$ cat src/design/nps_pkg.sv
`timescale 1ns / 1ps
// ----------------------------------------------------------------------------
// nps_pkg
// Shared widths and types for the priority scheduler and its ready queue.
// ----------------------------------------------------------------------------
package nps_pkg;

   localparam int QUEUE_DEPTH = 16;
   localparam int ID_BITS     = 16;
   localparam int PRIO_BITS   = 16;
   localparam int RUN_BITS    = 16;
   localparam int COUNT_BITS  = $clog2(QUEUE_DEPTH + 1);

   typedef struct packed {
      logic [ID_BITS-1:0]   id;
      logic [RUN_BITS-1:0]  run;
      logic [PRIO_BITS-1:0] prio;
   } entry_type;

   // registered contents of a cell plus its compare against the arrival
   typedef struct packed {
      logic      occ;
      logic      le;
      entry_type entry;
   } cell_stat_type;

   // contents of a cell once the arrival has been inserted
   typedef struct packed {
      logic      occ;
      entry_type entry;
   } cell_post_type;

   // broadcast to every cell
   typedef struct packed {
      logic      step;
      logic      ins;
      logic      pop;
      entry_type entry;
   } queue_ctl_type;

   typedef struct packed {
      logic                  full;
      logic                  head_occ;
      entry_type             head;
      logic [COUNT_BITS-1:0] count_in;
   } queue_stat_type;

endpackage

$ cat src/design/nps_cell.sv
`timescale 1ns / 1ps
// ----------------------------------------------------------------------------
// nps_cell
// One slot of the sorted ready queue. Takes from its left neighbor on an
// insert below it, from its right neighbor on a pop.
// ----------------------------------------------------------------------------
module nps_cell (
   input  logic                   clock,
   input  logic                   reset,
   input  nps_pkg::queue_ctl_type ctl,
   input  nps_pkg::cell_stat_type left_stat,
   input  nps_pkg::cell_post_type right_post,
   output nps_pkg::cell_stat_type stat,
   output nps_pkg::cell_post_type post
);
   import nps_pkg::*;

   logic      occ_ff, occ_in;
   entry_type entry_ff, entry_in;
   logic      le;

   // equal priorities stay ahead of the new word
   assign le = occ_ff && (entry_ff.prio <= ctl.entry.prio);

   assign stat.occ   = occ_ff;
   assign stat.le    = le;
   assign stat.entry = entry_ff;

   always_comb begin
      post.occ   = occ_ff;
      post.entry = entry_ff;
      if (ctl.ins && !le) begin
         if (left_stat.le) begin
            post.occ   = 1'b1;
            post.entry = ctl.entry;
         end else begin
            post.occ   = left_stat.occ;
            post.entry = left_stat.entry;
         end
      end
   end

   always_comb begin
      if (ctl.pop) begin
         occ_in   = right_post.occ;
         entry_in = right_post.entry;
      end else begin
         occ_in   = post.occ;
         entry_in = post.entry;
      end
   end

   always_ff @(posedge clock) begin
      if (reset) begin
         occ_ff <= 1'b0;
      end else if (ctl.step) begin
         occ_ff <= occ_in;
      end
   end

   always_ff @(posedge clock) begin
      if (ctl.step) begin
         entry_ff <= entry_in;
      end
   end

endmodule

$ cat src/design/nps_queue.sv
`timescale 1ns / 1ps
// ----------------------------------------------------------------------------
// nps_queue
// Ready queue as a row of cells, sorted by ascending priority, FIFO among
// equals. Insert and pop both complete in one step.
// ----------------------------------------------------------------------------
module nps_queue (
   input  logic                    clock,
   input  logic                    reset,
   input  nps_pkg::queue_ctl_type  ctl,
   output nps_pkg::queue_stat_type qstat
);
   import nps_pkg::*;

   cell_stat_type         stat_w [QUEUE_DEPTH];
   cell_post_type         post_w [QUEUE_DEPTH];
   logic [COUNT_BITS-1:0] count_ff, count_in;

   for (genvar i = 0; i < QUEUE_DEPTH; i++) begin : g_cell
      cell_stat_type left_s;
      cell_post_type right_p;

      if (i == 0) begin : g_first
         // head slot: an arrival that beats everything lands here
         assign left_s = '{occ: 1'b0, le: 1'b1, entry: '0};
      end else begin : g_mid
         assign left_s = stat_w[i-1];
      end

      if (i == QUEUE_DEPTH - 1) begin : g_last
         assign right_p = '{occ: 1'b0, entry: '0};
      end else begin : g_body
         assign right_p = post_w[i+1];
      end

      nps_cell u_cell (
         .clock      (clock),
         .reset      (reset),
         .ctl        (ctl),
         .left_stat  (left_s),
         .right_post (right_p),
         .stat       (stat_w[i]),
         .post       (post_w[i])
      );
   end

   always_comb begin
      count_in = count_ff;
      if (ctl.ins) count_in = count_in + COUNT_BITS'(1);
      if (ctl.pop) count_in = count_in - COUNT_BITS'(1);
   end

   always_ff @(posedge clock) begin
      if (reset) begin
         count_ff <= '0;
      end else if (ctl.step) begin
         count_ff <= count_in;
      end
   end

   assign qstat.full     = stat_w[QUEUE_DEPTH-1].occ;
   assign qstat.head_occ = post_w[0].occ;
   assign qstat.head     = post_w[0].entry;
   assign qstat.count_in = count_in;

endmodule

$ cat src/design/nonpreemptive_priority_scheduler.sv
`timescale 1ns / 1ps
// ----------------------------------------------------------------------------
// nonpreemptive_priority_scheduler
// Non-preemptive priority scheduler: sorted ready queue plus one CPU slot.
// ----------------------------------------------------------------------------
// Each word on the req_ channel is one scheduler tick, optionally carrying an
// arriving job (id, run time, priority). The job goes into a 16-entry ready
// queue built as a row of cells, sorted by priority with ties kept in arrival
// order; a full queue drops the arrival and flags it. The running job then
// counts down, a job reaching zero is reported done, and an idle CPU takes
// the queue head in the same tick. A zero run time counts as one tick.
// Every tick yields exactly one rsp_ word, in the cycle after acceptance.
// Throughput is one tick per clock while req_stall is low: every cell shifts
// together and the CPU countdown is a single decrement.
// rsp_ words sit in an output register; while rsp_stall is high and that
// register is full, req_stall is raised and no tick is taken.
// Reset (synchronous, active high) empties the queue, idles the CPU and
// marks the output register empty.
// ----------------------------------------------------------------------------
module nonpreemptive_priority_scheduler (
   input  logic        clock,
   input  logic        reset,
   input  logic        req_valid,
   output logic        req_stall,
   input  logic        req_arrival_valid,
   input  logic [15:0] req_arrival_id,
   input  logic [15:0] req_arrival_run_time,
   input  logic [15:0] req_arrival_priority,
   output logic        rsp_valid,
   input  logic        rsp_stall,
   output logic        rsp_done_valid,
   output logic [15:0] rsp_done_id,
   output logic        rsp_cpu_busy,
   output logic [15:0] rsp_running_id,
   output logic [4:0]  rsp_queue_count,
   output logic        rsp_arrival_dropped
);
   import nps_pkg::*;

   queue_ctl_type        ctl;
   queue_stat_type       qstat;
   logic                 step;

   logic                 busy_ff, busy_in;
   logic [RUN_BITS-1:0]  remain_ff, remain_in;
   logic [ID_BITS-1:0]   cur_id_ff, cur_id_in;
   logic                 done;
   logic                 busy_mid;

   logic                 rsp_valid_ff, rsp_valid_in;
   logic                 rsp_done_valid_ff;
   logic [15:0]          rsp_done_id_ff;
   logic                 rsp_cpu_busy_ff;
   logic [15:0]          rsp_running_id_ff;
   logic [4:0]           rsp_queue_count_ff;
   logic                 rsp_arrival_dropped_ff;

   assign req_stall = rsp_valid_ff && rsp_stall;
   assign step      = req_valid && !req_stall;

   always_comb begin
      ctl.step       = step;
      ctl.ins        = req_arrival_valid && !qstat.full;
      ctl.entry.id   = req_arrival_id[ID_BITS-1:0];
      ctl.entry.run  = req_arrival_run_time[RUN_BITS-1:0];
      ctl.entry.prio = req_arrival_priority[PRIO_BITS-1:0];

      // remaining time is never zero while busy
      done     = busy_ff && (remain_ff <= RUN_BITS'(1));
      busy_mid = busy_ff && !done;
      ctl.pop  = !busy_mid && qstat.head_occ;

      busy_in   = busy_mid;
      remain_in = busy_ff ? remain_ff - RUN_BITS'(1) : remain_ff;
      cur_id_in = cur_id_ff;
      if (ctl.pop) begin
         busy_in   = 1'b1;
         cur_id_in = qstat.head.id;
         remain_in = (qstat.head.run == '0) ? RUN_BITS'(1) : qstat.head.run;
      end

      rsp_valid_in = step ? 1'b1 : (rsp_valid_ff && rsp_stall);
   end

   nps_queue u_queue (
      .clock (clock),
      .reset (reset),
      .ctl   (ctl),
      .qstat (qstat)
   );

   always_ff @(posedge clock) begin
      if (reset) begin
         busy_ff      <= 1'b0;
         remain_ff    <= '0;
         cur_id_ff    <= '0;
         rsp_valid_ff <= 1'b0;
      end else begin
         rsp_valid_ff <= rsp_valid_in;
         if (step) begin
            busy_ff   <= busy_in;
            remain_ff <= remain_in;
            cur_id_ff <= cur_id_in;
         end
      end
   end

   always_ff @(posedge clock) begin
      if (step) begin
         rsp_done_valid_ff      <= done;
         rsp_done_id_ff         <= done ? 16'(cur_id_ff) : '0;
         rsp_cpu_busy_ff        <= busy_in;
         rsp_running_id_ff      <= busy_in ? 16'(cur_id_in) : '0;
         rsp_queue_count_ff     <= 5'(qstat.count_in);
         rsp_arrival_dropped_ff <= req_arrival_valid && qstat.full;
      end
   end

   assign rsp_valid           = rsp_valid_ff;
   assign rsp_done_valid      = rsp_done_valid_ff;
   assign rsp_done_id         = rsp_done_id_ff;
   assign rsp_cpu_busy        = rsp_cpu_busy_ff;
   assign rsp_running_id      = rsp_running_id_ff;
   assign rsp_queue_count     = rsp_queue_count_ff;
   assign rsp_arrival_dropped = rsp_arrival_dropped_ff;

endmodule
$ cat config.mk
export PLATFORM = sky130hd
export DESIGN_NAME = nonpreemptive_priority_scheduler
export DESIGN_NICKNAME = d
export VERILOG_FILES = /design/src/design/nps_pkg.sv /design/src/design/nps_cell.sv /design/src/design/nps_queue.sv /design/src/design/nonpreemptive_priority_scheduler.sv
export SDC_FILE = /design/constraint.sdc
export NUM_CORES = 2
export LEC_CHECK = 0
export BUFFER_PORTS_ARGS = -buffer_cell sky130_fd_sc_hd__buf_2
export CAP_MARGIN = 20
export CELL_PAD_IN_SITES_DETAIL_PLACEMENT = 0
export CELL_PAD_IN_SITES_GLOBAL_PLACEMENT = 1
export CORE_UTILIZATION = 35
export DETAILED_ROUTE_END_ITERATION = 6
export PLACE_DENSITY_LB_ADDON = 0.08
export SLEW_MARGIN = 40
export SYNTH_ARGS = -nofsm -noshare
export SYNTH_HDL_FRONTEND = slang
export SYNTH_SLANG_ARGS = --single-unit
$ cat constraint.sdc
create_clock -name clock -period 62 [get_ports clock]
set_input_delay 6.2 -clock clock [delete_from_list [all_inputs] [get_ports clock]]
set_output_delay 6.2 -clock clock [all_outputs]
set_load 0.01 [all_outputs]
; After elaboration in Yosys (flattened, before gate mapping)
; Index checks and enable logic that the tools add are counted.
; W data, S select, Z words.
[totals]
input_bits = 53
ff_bits = 863
elab_cells = 229
out_inout_bits = 42
[op_classes]
reduce_logical = 64
add_sub_neg = 3
n_lt_le_gt_ge = 17
muxes = 70
[ops]
columns = op, count
row1 = $mux W49, 31
row2 = $mux W48, 15
row3 = $le A16 B16 Y1, 16
row4 = $mux W16, 4
row5 = $logic_and A1 B1 Y1, 39
row6 = $logic_not A1 Y1, 20
row7 = $mux W1, 18
row8 = $le A16 B1 Y1 const B, 1
row9 = $logic_not A16 Y1, 1
row10 = $sub A16 B1 Y16 const B, 1
row11 = $mux W5, 2
row12 = $add A5 B1 Y5 const B, 1
row13 = $sub A5 B1 Y5 const B, 1
row14 = $reduce_and A2 Y1, 2
row15 = $reduce_bool A2 Y1, 2

; Longest topological paths before layout
[logic_depth]
ltp_word = 8
ltp_mapped = 13
mapped_depth_nobuf = 9

; Cells and area by module
; A second synthesis with hierarchy kept.
[hier_totals]
hier_cells = 5261
hier_area_um2 = 63938.8
[by_module_without_submodules]
columns = mod, area_per_inst_um2, seq_area_each_um2, n_inst, cells_each
row1 = nps_cell at u_queue.g_cell[15].u_cell ..., 3756.1, 1461.4, 10, 304
row2 = nps_cell at u_queue.g_cell[0].u_cell ..., 3752.3, 1461.4, 6, 306
row3 = nonpreemptive_priority_scheduler, 3413.3, 1881.8, 1, 337
row4 = nps_queue, 450.4, 100.1, 1, 48

; Worst setup path after synthesis
; OpenSTA, ideal clock, no wires.
[synth_path]
kind = input -> register
start = in rsp_stall
end = reg u_queue.g_cell[8].u_cell.occ_ff
slack_ps = 32497
path_buffers = 1
arrival_ps = 28382
setup_time_ps = 1121
required_ps = 60879
cell_stages = 5
path_cell_list = nand2_1 -> nand2_1 -> inv_1 -> clkbuf_1 -> a211oi_1
[synth_rtl]
columns = item, line
row1 = start: declaration, nonpreemptive_priority_scheduler.sv:30  ; input logic rsp_stall,
row2 = end signal: assignment, nps_cell.sv:57  ; occ_ff <= occ_in;
row3 = end: declaration, nps_cell.sv:18  ; logic occ_ff, occ_in;

; Worst setup path in the final report
[layout_path]
start = in rsp_stall
end = out req_stall
[layout_between]
elab_chain_len = 1
[layout_lines]
columns = item, line
row1 = $logic_and A1 B1 Y1, nonpreemptive_priority_scheduler.sv:58  ; assign req_stall = rsp_valid_ff && rsp_stall;
row2 = end: declaration, nonpreemptive_priority_scheduler.sv:24  ; output logic req_stall,
; No other way between the ends.

==> results.sh <==
export IMPL_ir_drop_mv=0.02356
export IMPL_final_cells=8503
export IMPL_power_density_mw_per_mm2=37.98
export IMPL_grtUsageMet1_pct=40.09
export IMPL_cts_buffers_inserted=112
export IMPL_maxCapViolCount=0
export IMPL_core_mm2=0.1717
export IMPL_hpwl_mm=143.5
export IMPL_drtPass1Iterations=6
export IMPL_startpoint_type="input port"
export IMPL_syn2layout_area_growth_pct=9.775
export IMPL_crit_family="buffers and inverters"
export IMPL_grt_usage_pct=25.18
export IMPL_period_minus_slack_ps=12740
export IMPL_dp_cells=8279
export IMPL_final_layout_size_suffix_gt1_share_pct=10.10
export IMPL_yosysSeqAreaShare_pct=41.91
export IMPL_place_port_buffers=94
export IMPL_dieArea_mm2=0.1746
export IMPL_cts_buffer_depth=3
export IMPL_die_x_um=417.8
export IMPL_yosys_top_cells_area="edfxtp_1 (40%), o21ai_0 (8.0%), ha_1 (5.0%)"
export IMPL_worst_path_stages=4
export IMPL_routed_wl_mm=229.3
export IMPL_antenna_left=0
export IMPL_pin_count=95
export IMPL_gp_congestion=0.7836
export IMPL_crit_required_ps=55800
export IMPL_clk_pin_slew_ps=50
export IMPL_total_leakage_power_uw=0.02269
export IMPL_synth_avg_cell_area_um2=9.355
export IMPL_synth_nets=6766
export IMPL_path_common_cell="buf_2"
export IMPL_placed_cell_area_mm2=0.06251
export IMPL_max_slew_worst_pin_slew_ps=1005
export IMPL_period_share_pct=20.56
export IMPL_grt_start_max_net_pins=193
export IMPL_drc=0
export IMPL_hold_buffers=0
export IMPL_syn_area_mm2=0.06052
export IMPL_hold_depth=2
export IMPL_slew_viol_final=0
export IMPL_cpMaxStageDelayCell="buf_2"
export IMPL_slew_headroom_pct=32.76
export IMPL_synth_cell_types=92
export IMPL_wire_per_inst_um=26.97
export IMPL_cp_max_fo=2
export IMPL_hold_class="flop to flop"
export IMPL_drtIter0Drc=6068
export IMPL_h_tree_depth=3
export IMPL_crit_arrival_ps=6540
export IMPL_cts_tree="yes"
export IMPL_ys_flop_type="edfxtp_1"
export IMPL_hold_viol=0
export IMPL_setup_ws_ps=49260
export IMPL_via_count=54660
export IMPL_end_kind="output port"
export IMPL_final_nets=6386
export IMPL_clock_sinks=863
export IMPL_grt_util_met2_pct=36.02
export IMPL_clock_latency_ps=770
export IMPL_grt_pass1_wl_mm=343.8
export IMPL_grt_most_used_layer="met1"
export IMPL_reg2reg_depth=11
export IMPL_setup_tns_ps=0
export IMPL_yosysTopAreaCellShare_pct=40.09
export IMPL_antenna_found_initial=4
export IMPL_syn_inst=6469
export IMPL_chipHeight_um=417.8
export IMPL_synth_seq_cells=863
export IMPL_grt_pass1_vias=50810
export IMPL_grt_setup_unrepaired="false"
export IMPL_crit_path_cell_trace="buf_2, nand2_1, inv_1, buf_2"
export IMPL_cts_root_buffer="clkbuf_16"
export IMPL_final_area_mm2=0.06643
export IMPL_viasPerCell=6.429
export IMPL_yosys_area_top_type="edfxtp_1"
export IMPL_placementRows=152
export IMPL_synth_edf_count=808
export IMPL_finalClockSkew_ps=31.75
export IMPL_setup_violations=0
export IMPL_slowest_delay_ps=130
export IMPL_critPathBufInv=3
export IMPL_worstSetupPathType="input port to output port"
export IMPL_start_util_pct=35.24
export IMPL_overflow=0
export IMPL_yosysWarnings=0
export IMPL_use_met3_pct=2.884
export IMPL_cts_setup_buffers=0
export IMPL_outcome="completed"
export IMPL_async_flop_share_pct=0
export IMPL_clock_fmax_mhz=78.47
export IMPL_post_place_ws_ps=49250
export IMPL_cts_resized=0
-- cell families after synthesis --
| family | synth area share (%) |
|---|---|
| XOR/XNOR | 0.1302 |
| flip-flops | 41.91 |
| AND/OR/NAND/NOR | 11.20 |
| adder cells (fa/ha/maj) | 5.045 |
| multiplexers | 1.733 |
| AO/OA/AOI/OAI | 34.53 |
| buffers and inverters | 5.450 |
-- synth_stat cells (28+ instances only) --
cell type,instances
a2111oi_0,50
a2111oi_2,31
a211oi_1,271
a211oi_2,55
a21boi_0,48
a21oi_1,362
a221o_1,48
a22o_1,50
a311o_1,47
a311oi_1,53
a31oi_1,61
and3_1,159
buf_1,28
buf_2,119
clkbuf_1,549
clkinv_1,28
dfxtp_1,55
edfxtp_1,808
ha_1,244
inv_1,36
mux2_2,46
mux2i_1,53
nand2_1,239
nand3_1,84
nand3b_1,98
nand4_1,59
nor2_1,487
nor3_1,117
nor4_1,28
o211a_1,100
o211ai_1,28
o21a_1,107
o21ai_0,963
o21ai_1,29
o221ai_1,50
o22ai_1,372
o2bb2ai_1,53
o32ai_1,208
-- flip-flops by register name, indices dropped and copies added (netlist names), 5 cells and up --
name,count
rsp_done_id,16
remain_ff,16
u_queue.g_cell.u_cell.stat,768
u_queue.count_ff,5
rsp_running_id,16
cur_id_ff,16
u_queue.g_cell.u_cell.occ_ff,16
rsp_queue_count,5
-- worst paths after layout --
path / from / endpoint / slack [ps]
worst max register to register: u_queue.g_cell[7].u_cell.stat[8] / u_queue.g_cell[6].u_cell.stat[26] / 57220
worst min register to register: u_queue.count_ff[4] / u_queue.count_ff[4] / 470
worst min-delay path: u_queue.count_ff[4] / u_queue.count_ff[4] / 470
worst max-delay path: rsp_stall / req_stall / 49260
-- layout make-up --
| class | instances | area, um^2 |
|---|---|---|
| fill | 16910 | 105300 |
| multi-input combinational | 4801 | 32200 |
| sequential | 863 | 25370 |
| clock buffer | 167 | 3373 |
| tap | 2310 | 2890 |
| timing repair buffer | 231 | 1923 |
| clock inverter | 47 | 357.8 |
| inverter | 80 | 307.8 |
| antenna | 4 | 10.01 |
-- power breakdown --
part	switching, uW	leakage, uW	internal [uW]
combinational	567	0.0125	339
sequential	104	0.00836	839
clock	290	0.00182	385
-- worst min-delay path, cell delays in order (launching register included) --
cell and delay, ps:
dfxtp_1 320, nand2_1 60, a21oi_1 50
-- layout by cell type, fill, tap and decap left out, drive strengths merged, types with 84 or more instances in the layout --
cell	netlist	layout
a211oi	326	326
buf	173	230
a21oi	364	364
and3	159	159
nand3b	98	98
nand2	239	239
o21a	107	107
nand3	84	84
o32ai	208	208
o211a	100	100
clkbuf	552	168
a2111oi	96	96
edfxtp	808	808
ha	244	244
o21ai	992	992
nor3	119	119
o22ai	372	372
nor2	488	488
-- routing by layer --
layer  up-vias  share of wire [%]
li1      25290                  -
met1     27180                 51
met2      1983                 42
met3       204                6.2
met4         2                1.3
met5         -             0.0044
-- per-stage QoR --
step | hold WS, ps | utilization, % | power [uW]
finish | 473.4 | 38.68 | 2523
detailed placement | 469.0 | 36.40 | 1836
CTS | 482.6 | 38.57 | 2521
floorplan | 448.8 | - | 1606
global route | 491.4 | 38.68 | 2667
global placement | 460.1 | 36.20 | 1810
Note: power is estimated with default switching activity, not from simulation.
